$ cat src/sv/assert_macros.svh
// Assertion macros shared by the speckle filter RTL.
// Depends on a clock named clk and an active-low reset named rst_n in scope.
`ifndef ASSERT_MACROS_SVH
`define ASSERT_MACROS_SVH

// Same-cycle implication, checked at every rising clock edge out of reset.
`define WDSF_ASSERT_IMP(name, ante, cons) \
  name: assert property (@(posedge clk) disable iff (!rst_n) (ante) |-> (cons)) \
    else $error("wdsf assertion failed");

// Next-cycle implication, checked at every rising clock edge out of reset.
`define WDSF_ASSERT_NXT(name, ante, cons) \
  name: assert property (@(posedge clk) disable iff (!rst_n) (ante) |=> (cons)) \
    else $error("wdsf assertion failed");

`endif

$ cat src/sv/wdsf_pkg.sv
// Shared constants, codes and control structs of the speckle filter.
// Used by the interfaces, controller, datapath and top level; no dependencies.
package wdsf_pkg;

  // Frame geometry and window size.
  localparam int MAX_WIDTH  = 256;
  localparam int MAX_HEIGHT = 256;
  localparam int RADIUS     = 20;

  // Field widths of the channels and registers.
  localparam int KIND_W  = 2;
  localparam int ROW_W   = $clog2(MAX_HEIGHT);
  localparam int COL_W   = $clog2(MAX_WIDTH);
  localparam int PIX_W   = 16;
  localparam int KEEP_W  = 13;
  localparam int DIM_W   = 9;
  localparam int CFG_W   = 16;
  localparam int CFG_IDX_W = 2;
  localparam int ADDR_W  = ROW_W + COL_W;
  localparam int DEPTH   = MAX_WIDTH * MAX_HEIGHT;

  // Window pixel count and the width used to compare it with the threshold.
  localparam int CNT_W = $clog2(4 * RADIUS * RADIUS + 1);
  localparam int CMP_W = (CNT_W > KEEP_W) ? CNT_W : KEEP_W;

  // Item kinds.
  localparam logic [KIND_W-1:0] KIND_WRITE = 2'd0;
  localparam logic [KIND_W-1:0] KIND_RUN   = 2'd1;
  localparam logic [KIND_W-1:0] KIND_READ  = 2'd2;

  // Configuration register indexes.
  localparam logic [CFG_IDX_W-1:0] CFG_MATCH  = 2'd0;
  localparam logic [CFG_IDX_W-1:0] CFG_KEEP   = 2'd1;
  localparam logic [CFG_IDX_W-1:0] CFG_WIDTH  = 2'd2;
  localparam logic [CFG_IDX_W-1:0] CFG_HEIGHT = 2'd3;

  // Reset values of the configuration registers.
  localparam logic [PIX_W-1:0]  MATCH_RST  = 16'd255;
  localparam logic [KEEP_W-1:0] KEEP_RST   = 13'd150;
  localparam logic [DIM_W-1:0]  WIDTH_RST  = 9'd256;
  localparam logic [DIM_W-1:0]  HEIGHT_RST = 9'd256;

  // Source of the frame store read address.
  typedef enum logic [1:0] {
    RD_ITEM,
    RD_CTR,
    RD_WIN
  } rd_src_t;

  // Commands from the controller to the datapath.
  typedef struct packed {
    logic    item_load;
    logic    item_wr;
    logic    rd_en;
    rd_src_t rd_src;
    logic    run_init;
    logic    win_init;
    logic    win_step;
    logic    clear_wr;
    logic    ctr_step;
    logic    out_load;
  } dp_cmd_t;

  // Status from the datapath to the controller.
  typedef struct packed {
    logic size_ok;
    logic ctr_fg;
    logic win_last;
    logic keep_low;
    logic ctr_last;
  } dp_sts_t;

endpackage

$ cat src/sv/wdsf_ctrl.sv
// Controller state machine of the speckle filter: handshakes and run sequencing.
// Depends on wdsf_pkg for the command and status structs.
module wdsf_ctrl (
  input  logic                        clk,
  input  logic                        rst_n,
  input  logic                        in_valid,
  input  logic [wdsf_pkg::KIND_W-1:0] in_kind,
  output logic                        in_ready,
  output logic                        out_valid,
  input  logic                        out_ready,
  output wdsf_pkg::dp_cmd_t           cmd,
  input  wdsf_pkg::dp_sts_t           sts
);

  localparam logic [3:0] S_IDLE     = 4'd0;
  localparam logic [3:0] S_WR       = 4'd1;
  localparam logic [3:0] S_RD       = 4'd2;
  localparam logic [3:0] S_RUN_INIT = 4'd3;
  localparam logic [3:0] S_CTR_RD   = 4'd4;
  localparam logic [3:0] S_CTR_CHK  = 4'd5;
  localparam logic [3:0] S_WIN      = 4'd6;
  localparam logic [3:0] S_WIN_LAST = 4'd7;
  localparam logic [3:0] S_DECIDE   = 4'd8;
  localparam logic [3:0] S_NEXT     = 4'd9;
  localparam logic [3:0] S_DONE     = 4'd10;

  logic [3:0] state_r, state_nxt;
  logic       out_valid_r, out_valid_nxt;
  logic       accept;
  logic       slot_free;

  assign in_ready  = (state_r == S_IDLE);
  assign accept    = in_valid && in_ready;
  assign slot_free = !out_valid_r || out_ready;
  assign out_valid = out_valid_r;

  // Next state and datapath commands.
  always_comb begin
    state_nxt = state_r;
    cmd       = '0;
    cmd.rd_src = wdsf_pkg::RD_ITEM;
    unique case (state_r)
      S_IDLE: begin
        if (accept) begin
          cmd.item_load = 1'b1;
          priority if (in_kind == wdsf_pkg::KIND_WRITE) begin
            state_nxt = S_WR;
          end else if (in_kind == wdsf_pkg::KIND_RUN) begin
            state_nxt = S_RUN_INIT;
          end else if (in_kind == wdsf_pkg::KIND_READ) begin
            state_nxt = S_RD;
          end else begin
            state_nxt = S_DONE;
          end
        end
      end
      S_WR: begin
        cmd.item_wr = 1'b1;
        state_nxt   = S_DONE;
      end
      S_RD: begin
        cmd.rd_en  = 1'b1;
        cmd.rd_src = wdsf_pkg::RD_ITEM;
        state_nxt  = S_DONE;
      end
      S_RUN_INIT: begin
        cmd.run_init = 1'b1;
        state_nxt    = sts.size_ok ? S_CTR_RD : S_DONE;
      end
      S_CTR_RD: begin
        cmd.rd_en  = 1'b1;
        cmd.rd_src = wdsf_pkg::RD_CTR;
        state_nxt  = S_CTR_CHK;
      end
      S_CTR_CHK: begin
        if (sts.ctr_fg) begin
          cmd.win_init = 1'b1;
          state_nxt    = S_WIN;
        end else begin
          state_nxt = S_NEXT;
        end
      end
      S_WIN: begin
        // One window read per cycle; the count takes in each pixel in the cycle after its read.
        cmd.rd_en    = 1'b1;
        cmd.rd_src   = wdsf_pkg::RD_WIN;
        cmd.win_step = 1'b1;
        if (sts.win_last) begin
          state_nxt = S_WIN_LAST;
        end
      end
      S_WIN_LAST: begin
        state_nxt = S_DECIDE;
      end
      S_DECIDE: begin
        cmd.clear_wr = sts.keep_low;
        state_nxt    = S_NEXT;
      end
      S_NEXT: begin
        if (sts.ctr_last) begin
          state_nxt = S_DONE;
        end else begin
          cmd.ctr_step = 1'b1;
          state_nxt    = S_CTR_RD;
        end
      end
      S_DONE: begin
        if (slot_free) begin
          cmd.out_load = 1'b1;
          state_nxt    = S_IDLE;
        end
      end
      default: begin
        state_nxt = S_IDLE;
      end
    endcase
  end

  // Output beat valid flag.
  always_comb begin
    out_valid_nxt = out_valid_r;
    if (cmd.out_load) begin
      out_valid_nxt = 1'b1;
    end else if (out_ready) begin
      out_valid_nxt = 1'b0;
    end
  end

  always_ff @(posedge clk) begin
    if (!rst_n) begin
      state_r     <= S_IDLE;
      out_valid_r <= 1'b0;
    end else begin
      state_r     <= state_nxt;
      out_valid_r <= out_valid_nxt;
    end
  end

endmodule

$ cat config.mk
export PLATFORM = sky130hd
export DESIGN_NAME = wdsf_ctrl
export DESIGN_NICKNAME = d
export VERILOG_FILES = /design/src/sv/assert_macros.svh /design/src/sv/wdsf_pkg.sv /design/src/sv/wdsf_ctrl.sv
export SDC_FILE = /design/constraint.sdc
export NUM_CORES = 1
export LEC_CHECK = 0
export BUFFER_PORTS_ARGS = -buffer_cell sky130_fd_sc_hd__clkbuf_2
export CORE_MARGIN = 1
export CORE_UTILIZATION = 30
export CTS_CLUSTER_SIZE = 8
export DETAILED_ROUTE_END_ITERATION = 16
export PLACE_DENSITY = 0.53
export RECOVER_POWER = 25
export SLEW_MARGIN = 5
export SYNTH_ARGS = -nofsm -noshare
export SYNTH_HDL_FRONTEND = slang
export SYNTH_SLANG_ARGS = --single-unit
$ cat constraint.sdc
create_clock -name clk -period 3.81 [get_ports clk]
set_clock_uncertainty 0.2 [all_clocks]
set_input_delay 0.381 -clock clk [delete_from_list [all_inputs] [get_ports clk]]
set_output_delay 0.381 -clock clk [all_outputs]
set_load 0.05 [all_outputs]
==> results.py, run 1 <==
metrics = {
    "layout": {
        "fin_nets": 96,
        "diodes": 0,
        "final_common_cell": "clkbuf_2",
        "final_cell_mix": "clkbuf_2, nor3_1, nand2b_1, dfxtp_1",
        "drive_gt1_share_pct": 35.7,
        "area_growth_pct": 24.1,
        "final.fill_count": 175,
    },
    "timing": {
        "fin_crit_ns": 2.30,
        "fmax_mhz": 435,
        "timing.hold.ws_ns": 0.212,
        "rsz0062_at_grt": "false",
        "tns_ns": 0,
        "fin_crit_sh_pct": 60.3,
        "relSlewSlack_pct": 61.1,
        "setup_viol": 0,
        "timing_worst_slew_pin_value_ns": 0.585,
        "finalMaxSlewViolations": 0,
        "final_hold_viol_count": 0,
    },
    "die": {
        "dieArea_sq_um": 1790,
        "num_rows": 14,
        "die_height_microns": 42.3,
        "start_util_pct": 32.4,
        "die_w_microns": 42.3,
        "design.core.area_sq_um": 1510,
        "io_pins": 24,
    },
    "synth": {
        "ys_seq_elements": 5,
        "postSynthAreaPerCell_sq_um": 7.87,
        "synth.net_count": 73,
        "synth_warnings": 0,
        "netlist_instances": 62,
        "seq_area_frac_synth_pct": 20.5,
        "synthesis.area_sq_um": 488,
        "ys_types": 30,
    },
    "pwr": {
        "switching_share_pct": 55.3,
        "switchingPower_w": 0.000244,
        "power_density_nw_per_um2": 729,
        "seqPwrFrac_pct": 26.1,
        "p_leak_nw": 0.278,
        "power_frac_comb_pct": 59.9,
        "p_clk_share_pct": 14.0,
        "p_int_w": 0.000197,
        "ir_worst_vdd_mv": 0.317,
    },
    "worst_setup_path": {
        "cp.arrival_ns": 1.72,
        "cp.required_ns": 3.23,
        "crit_buf_inv": 1,
        "cp_top_family": "flip-flops",
        "crit_path_end_kind": "output port",
        "cp_slowest_cell": "dfxtp_1",
        "critical_path_class": "flop to output port",
        "critPathMaxStageDelay_ns": 0.57,
        "crit_path_start_kind": "flop",
        "crit_path_max_fanout": 15,
        "path_cells": "nand2b_1 -> nor3_1 -> clkbuf_2",
    },
    "clocking": {
        "cts_made_buffers": 3,
        "tritoncts": "built",
        "postCtsSetupBuffers": 0,
        "clk_pin_slew_ns": 0.04,
        "h-tree-depth": 1,
        "clockBufferDepth": 2,
        "cts.sinks": 5,
        "clockRootBuffer": "clkbuf_4",
        "clk_latency_ns": 0.24,
        "cts_resized": 0,
        "cts_hold_buf": 0,
    },
    "global_route": {
        "grt_pass1_vias": 437,
        "antenna_found_initial": 0,
        "track_usage_pct": 13.6,
        "grt-ovfl-total": 0,
        "grt_pass1_wl_mm": 1.88,
        "grt_max_degree": 19,
    },
    "placed_design": {
        "gp_congestion": 0.733,
        "port_buffers": 23,
        "dp_hpwl_microns": 836,
    },
    "routing": {
        "num_vias": 521,
        "initialDrtViolationCount": 5,
        "wl_mm": 1.11,
        "drc": 0,
        "drt-wirelength-per-cell_microns": 11.1,
        "drtPass1Iterations": 4,
        "viasPerCell": 5.21,
        "ant_nets": 0,
    },
    "worst_hold_path": {
        "hold_class": "input port to flop",
    },
    "run_status": {
        "status": "completed",
    },
    "run": {
        "drv_cap": 0,
    },
}
-- registers in the layout, indices dropped and copies added, names as in the netlist --
signal,count
out_valid,1
state_r,4
-- Yosys cell counts, drive strengths merged --
cell / n / area (sq um)
a2111o: 1 / 11.3
nand2: 4 / 15.0
nand4bb: 1 / 11.3
o21ai: 4 / 20.0
nor3: 6 / 30.0
nand2b: 5 / 31.3
buf: 5 / 42.5
nor2b: 3 / 18.8
a21oi: 1 / 5.00
nor2: 4 / 15.0
o22ai: 1 / 6.26
and3: 3 / 23.8
o221ai: 1 / 8.76
o21a: 3 / 22.5
a32o: 2 / 21.3
nor4: 1 / 6.26
and3b: 1 / 10.0
and2: 2 / 12.5
inv: 3 / 11.3
dfxtp: 5 / 100
and4bb: 1 / 16.3
o22a: 1 / 8.76
o31a: 1 / 8.76
nor3b: 2 / 15.0
a41oi: 1 / 16.3
-- through the flow --
step           utilization (%)  total power, W  worst slack (ns)  cell area (sq um)  instances
2_1_floorplan                -        0.000341             0.631                488         62
5_1_grt                   40.2        0.000474              1.34                606        100
3_5_place_dp              38.5        0.000382              1.77                581         96
6_report                  40.2        0.000441              1.51                606        100
3_3_place_gp              38.5        0.000386              1.83                581         96
4_1_cts                   40.3        0.000445              1.52                607        100
-- metal layers --
metal | part of all wire (%) | vias to the layer above | track usage (%)
met2 | 40 | 18 | 17.8
met4 | 1.5 | 0 | 5.63
met3 | 6.4 | 2 | 3.88
met1 | 52 | 229 | 20.4
met5 | 0 | - | 0
li1 | - | 272 | -
-- cells by family after synthesis --
| family | synth area share (%) |
|---|---|
| simple gates | 42.0 |
| compound gates | 26.4 |
| buf+inv | 11.0 |
| flops | 20.5 |
-- cell type report --
| class | count | area (sq um) | share of cell area [%] |
|---|---|---|---|
| Multi-Input combinational cell | 49 | 334 | 55.2 |
| Timing Repair Buffer | 23 | 114 | 18.8 |
| Sequential cell | 5 | 100 | 16.5 |
| Clock buffer | 4 | 26.3 | 4.34 |
| Tap cell | 16 | 20.0 | 3.31 |
| Inverter | 3 | 11.3 | 1.86 |
-- final timing paths --
| check | slack (ns) | endpoint | startpoint | cells past startpoint |
|---|---|---|---|---|
| worst min register to register | 0.49 | out_valid | out_valid | 2 |
| worst max register to register | 2.02 | state_r[1] | state_r[1] | 4 |
| worst min-delay path | 0.21 | state_r[2] | rst_n | 2 |
| worst max-delay path | 1.51 | cmd[4] | state_r[2] | 3 |
-- power groups by stage --
stage,combinational (W),clock (W),sequential (W)
4_1_cts,0.000268,0.0000636,0.000114
3_5_place_dp,0.000267,0,0.000115
6_report,0.000265,0.0000616,0.000115
2_1_floorplan,0.000256,0,0.0000852
5_1_grt,0.000287,0.0000662,0.000121
3_3_place_gp,0.000271,0,0.000115
Note: power is estimated with default switching activity, not from simulation.
==> run 2, diff against run 1 <==
--- a/config.mk
+++ b/config.mk
@@ -10,7 +10,7 @@
 export CORE_UTILIZATION = 30
 export CTS_CLUSTER_SIZE = 8
 export DETAILED_ROUTE_END_ITERATION = 16
-export PLACE_DENSITY = 0.53
+export PLACE_DENSITY = 0.55
 export RECOVER_POWER = 25
 export SLEW_MARGIN = 5
 export SYNTH_ARGS = -nofsm -noshare
==> constraint.sdc (replaced) <==
create_clock -name clk -period 1.92 [get_ports clk]
set_clock_uncertainty 0.2 [all_clocks]
set_input_delay 0.192 -clock clk [delete_from_list [all_inputs] [get_ports clk]]
set_output_delay 0.192 -clock clk [all_outputs]
set_load 0.05 [all_outputs]
==> results.py, run 2 (same netlist as run 1, synthesis figures left out) <==
metrics = {
    "layout": {
        "largest_reg_flops": 4,
        "final_util_pct": 46.5,
        "final_cell_mix": "clkbuf_2, nand2b_1, nor3_2, clkbuf_4, buf_4",
        "register_area_sq_um": 103,
        "regMostFlops": "state_r",
        "final_cells": 105,
        "drive_gt1_share_pct": 50.6,
        "final.fill_count": 163,
        "multi_input_area_sq_um": 384,
        "area_growth_pct": 43.6,
        "final_common_cell": "clkbuf_2",
        "fin_nets": 101,
        "diodes": 0,
    },
    "worst_setup_path": {
        "critPathMaxStageDelay_ns": 0.33,
        "crit_path_max_fanout": 7,
        "cp.depth": 4,
        "r2r_cells": 4,
        "cp_top_family": "simple AND/OR/NAND/NOR gates",
        "cp.required_ns": 1.53,
        "path_cells": "buf_4 -> nand2b_1 -> nor3b_2 -> clkbuf_4",
        "crit_path_end_kind": "output port",
        "crit_buf_inv": 2,
        "critical_path_class": "flop to output port",
        "cp_slowest_cell": "dfxtp_1",
        "crit_path_start_kind": "flop",
        "cp.arrival_ns": 1.46,
    },
    "timing": {
        "timing_worst_slew_pin_value_ns": 0.591,
        "setup_viol": 0,
        "fin_crit_sh_pct": 96.3,
        "relSlewSlack_pct": 60.8,
        "fmax_mhz": 541,
        "fin_crit_ns": 1.85,
        "tns_ns": 0,
        "final_hold_viol_count": 0,
        "finalMaxSlewViolations": 0,
        "rsz0062_at_grt": "false",
    },
    "placed_design": {
        "dp_cells": 101,
        "dp_hpwl_mm": 1.04,
        "gp_congestion": 0.784,
        "port_buffers": 23,
    },
    "die": {
        "dieArea_sq_um": 1790,
        "design.core.area_sq_um": 1510,
        "die_height_microns": 42.3,
        "num_rows": 14,
        "die_w_microns": 42.3,
        "io_pins": 24,
        "start_util_pct": 32.4,
    },
    "global_route": {
        "grt_max_degree": 11,
        "grt-ovfl-total": 0,
        "grt_pass1_vias": 483,
        "track_usage_pct": 15.3,
        "grt_pass1_wl_mm": 2.09,
        "antenna_found_initial": 0,
    },
    "clocking": {
        "clockRootBuffer": "clkbuf_4",
        "cts.sinks": 5,
        "tritoncts": "built",
        "postCtsSetupBuffers": 0,
        "clk_latency_ns": 0.24,
        "h-tree-depth": 1,
        "clk_pin_slew_ns": 0.04,
        "clockBufferDepth": 2,
        "cts_made_buffers": 3,
        "cts_hold_buf": 0,
    },
    "run_status": {
        "status": "completed",
    },
    "worst_hold_path": {
        "hold_class": "input port to flop",
        "whs_path_depth": 2,
    },
    "pwr": {
        "total_power_w": 0.000970,
        "power_density_nw_per_um2": 1380,
        "ir_worst_vdd_mv": 0.649,
        "p_leak_nw": 0.324,
    },
    "run": {
        "drv_cap": 0,
    },
    "routing": {
        "initialDrtViolationCount": 8,
        "drt-wirelength-per-cell_microns": 11.8,
        "drtPass1Iterations": 4,
        "drc": 0,
        "ant_nets": 0,
        "viasPerCell": 5.10,
        "wl_mm": 1.24,
        "num_vias": 536,
    },
}
==> run 2: changes by cell type in the layout (fill, tap and decap cells not counted), sizes merged <==
cell,before,now
buf,0,6
clkbuf,27,26
==> run 2: power breakdown <==
part | internal [W] | total, W | switching [W]
Sequential | 0.000137 | 0.000203 | 0.0000660
Clock | 0.0000785 | 0.000121 | 0.0000423
Combinational | 0.000235 | 0.000645 | 0.000411
Total | 0.000451 | 0.000970 | 0.000519
==> run 2: layout make-up <==
class / instances / area share, %
tap: 16 / 2.86
clock buffer: 4 / 3.75
timing repair buffer: 28 / 22.3
multi-input combinational: 49 / 54.8
sequential: 5 / 14.6
inverter: 3 / 1.61
==> run 2: final timing paths <==
check | from | endpoint | slack, ns
worst min-delay path | rst_n | out_valid | 0.03
worst max register to register | state_r[3] | state_r[3] | 0.31
worst max-delay path | state_r[2] | cmd[3] | 0.07
worst min register to register | state_r[3] | state_r[2] | 0.45
==> run 2: what timing repair did <==
item	CTS	global route
resized for setup	1	5
setup endpoints to repair	1	6
cloned	0	0
pin swaps	0	0
==> run 2: stage by stage <==
stage	hold WS, ns	cell area [sq um]	worst slack, ns
floorplan	0.109	538	-0.0658
global placement	0.282	668	0.207
detailed placement	0.280	668	0.187
CTS	0.0224	697	0.00109
global route	0.0261	701	0.0111
finish	0.0323	701	0.0713
==> run 2: metal layers <==
metal	GRT usage (%)	share of wire [%]
met1	20.3	45
met2	24.6	50
met3	2.59	4.8
met4	5.63	0
met5	0	0
==> run 3, diff against run 2 <==
--- a/config.mk
+++ b/config.mk
@@ -5,12 +5,13 @@
 export SDC_FILE = /design/constraint.sdc
 export NUM_CORES = 1
 export LEC_CHECK = 0
+export ABC_AREA = 1
 export BUFFER_PORTS_ARGS = -buffer_cell sky130_fd_sc_hd__clkbuf_2
 export CORE_MARGIN = 1
 export CORE_UTILIZATION = 30
 export CTS_CLUSTER_SIZE = 8
 export DETAILED_ROUTE_END_ITERATION = 16
-export PLACE_DENSITY = 0.55
+export PLACE_DENSITY = 0.56
 export RECOVER_POWER = 25
 export SLEW_MARGIN = 5
 export SYNTH_ARGS = -nofsm -noshare
==> results.py, run 3 <==
metrics = {
    "run_status": {
        "status": "completed",
    },
    "timing": {
        "relSlewSlack_pct": 60.9,
        "timing_worst_slew_pin_value_ns": 0.588,
        "setup_viol": 0,
        "fin_ws_ns": 0.116,
        "rsz0062_at_grt": "true",
        "fin_crit_sh_pct": 93.9,
        "fmax_mhz": 554,
        "fin_crit_ns": 1.80,
        "final_hold_viol_count": 0,
        "finalMaxSlewViolations": 0,
    },
    "clocking": {
        "clockBufferDepth": 2,
        "clk_latency_ns": 0.23,
        "clk_pin_slew_ns": 0.04,
        "cts_made_buffers": 3,
        "tritoncts": "built",
        "cts.sinks": 5,
        "clockRootBuffer": "clkbuf_4",
        "h-tree-depth": 1,
    },
    "global_route": {
        "antenna_found_initial": 0,
        "grt_pass1_wl_mm": 1.73,
        "grt-ovfl-total": 0,
        "grt_pass1_vias": 442,
        "track_usage_pct": 15.3,
        "grt_max_degree": 7,
    },
    "layout": {
        "regMostFlops": "state_r",
        "fin_nets": 125,
        "final_cell_mix": "inv_1, nor2_1, clkbuf_2",
        "drive_gt1_share_pct": 31.0,
        "final_cells": 128,
        "area_growth_pct": 36.1,
        "largest_reg_flops": 4,
        "final_util_pct": 45.8,
        "diodes": 0,
    },
    "routing": {
        "drtPass1Iterations": 4,
        "drc": 0,
        "num_vias": 559,
        "initialDrtViolationCount": 10,
        "viasPerCell": 4.37,
        "drt-wirelength-per-cell_microns": 8.23,
        "wl_mm": 1.05,
        "ant_nets": 0,
    },
    "die": {
        "io_pins": 24,
        "dieArea_sq_um": 1670,
        "design.core.area_sq_um": 1350,
        "start_util_pct": 33.6,
        "die_w_microns": 40.9,
        "num_rows": 13,
        "die_height_microns": 40.9,
    },
    "pwr": {
        "ir_worst_vdd_mv": 0.704,
        "total_power_w": 0.00101,
        "power_density_nw_per_um2": 1630,
        "p_leak_nw": 0.394,
    },
    "synth": {
        "synth_top_area_share_pct": 22.0,
        "seq_area_frac_synth_pct": 22.0,
        "ys_types": 15,
        "synth_warnings": 0,
        "synth_area_leader_cell": "dfxtp_1",
        "netlist_instances": 86,
        "synth.net_count": 97,
        "postSynthAreaPerCell_sq_um": 5.28,
        "synth_flop_cell": "dfxtp_1",
        "ys_seq_elements": 5,
        "async_flop_share_pct": 0,
        "synth_commonest_cells": "nor2_1, inv_1, nand2_1, nand3_1, dfxtp_1",
        "synth_edf_count": 0,
        "synthTopCellsByArea": "dfxtp_1, nor2_1, inv_1, nand2_1, nand3_1",
        "synthesis.area_sq_um": 454,
        "synth_most_common_cell": "nor2_1",
    },
    "placed_design": {
        "dp_hpwl_microns": 913,
        "port_buffers": 23,
        "pre_cts_slack_ns": 0.330,
        "dp_cells": 124,
        "gp_congestion": 0.770,
    },
    "run": {
        "drv_cap": 0,
    },
    "worst_setup_path": {
        "cp.required_ns": 1.53,
        "critical_path_class": "flop to output port",
        "crit_path_max_fanout": 4,
        "crit_path_end_kind": "output port",
        "cp.arrival_ns": 1.41,
        "crit_path_start_kind": "flop",
    },
    "worst_hold_path": {
        "hold_class": "input port to flop",
    },
}
==> run 3: cell count changes after synthesis, sizes merged, moves of 4 or more <==
cell	previous run	this run
nor3	6	1
nor2	4	22
nand2	4	18
nand3	0	10
inv	3	21
buf	5	1
nand2b	5	0
==> run 3: power by group <==
part / internal (W) / total [W] / switching, W
registers: 0.000138 / 0.000176 / 0.0000381
logic: 0.000196 / 0.000718 / 0.000522
clock network: 0.0000783 / 0.000116 / 0.0000381
total: 0.000412 / 0.00101 / 0.000598
==> run 3: final timing paths <==
path,slack (ns),startpoint,to,depth (start not counted)
max,0.12,state_r[2],cmd[8],5
max reg2reg,0.49,state_r[2],state_r[1],7
min,0.05,sts[2],state_r[1],4
min reg2reg,0.40,out_valid,out_valid,4
==> run 3: timing repair <==
| action | CTS | global route |
|---|---|---|
| buffers inserted | 0 | 0 |
| gates resized for setup | 0 | 5 |
| hold buffers | 0 | 0 |
| setup endpoints to repair | 0 | 3 |
==> run 3: cell type report <==
cell class | instances | area (sq um)
inverters | 21 | 78.8
fillers | 155 | 732
flip-flops and latches | 5 | 100
clock buffers | 4 | 26.3
multi-input cells | 59 | 270
repair buffers | 24 | 124
well taps | 15 | 18.8
==> run 3: per-stage QoR <==
| stage | TNS [ns] | cell area, sq um | hold WS (ns) |
|---|---|---|---|
| floorplan | 0 | 454 | 0.165 |
| CTS | 0 | 614 | 0.0453 |
| finish | 0 | 618 | 0.0512 |
| detailed placement | 0 | 588 | 0.291 |
| global route | -0.00594 | 618 | 0.0660 |
| global placement | 0 | 588 | 0.286 |
==> run 3: logic make-up after synthesis <==
group,share of synthesized area [%]
flip-flops,22.0
buffers and inverters,19.0
AND/OR/NAND/NOR,48.5
AO/OA/AOI/OAI,10.5
==> run 3: critical path, stage by stage, from the launching register on <==
cell	delay [ns]
dfxtp_1	0.38
inv_1	0.07
nor2_1	0.22
nand2_1	0.14
o21ai_1	0.10
buf_2	0.27
==> run 3: per-layer routing <==
metal / part of all wire (%) / track usage, % / wire (microns) / up-vias
li1: - / - / - / 315
met1: 52 / 21.5 / 543 / 224
met2: 41 / 23.8 / 436 / 20
met3: 6.9 / 1.63 / 73 / 0
met4: 0 / 5.00 / 0 / 0
met5: 0 / 0 / 0 / -
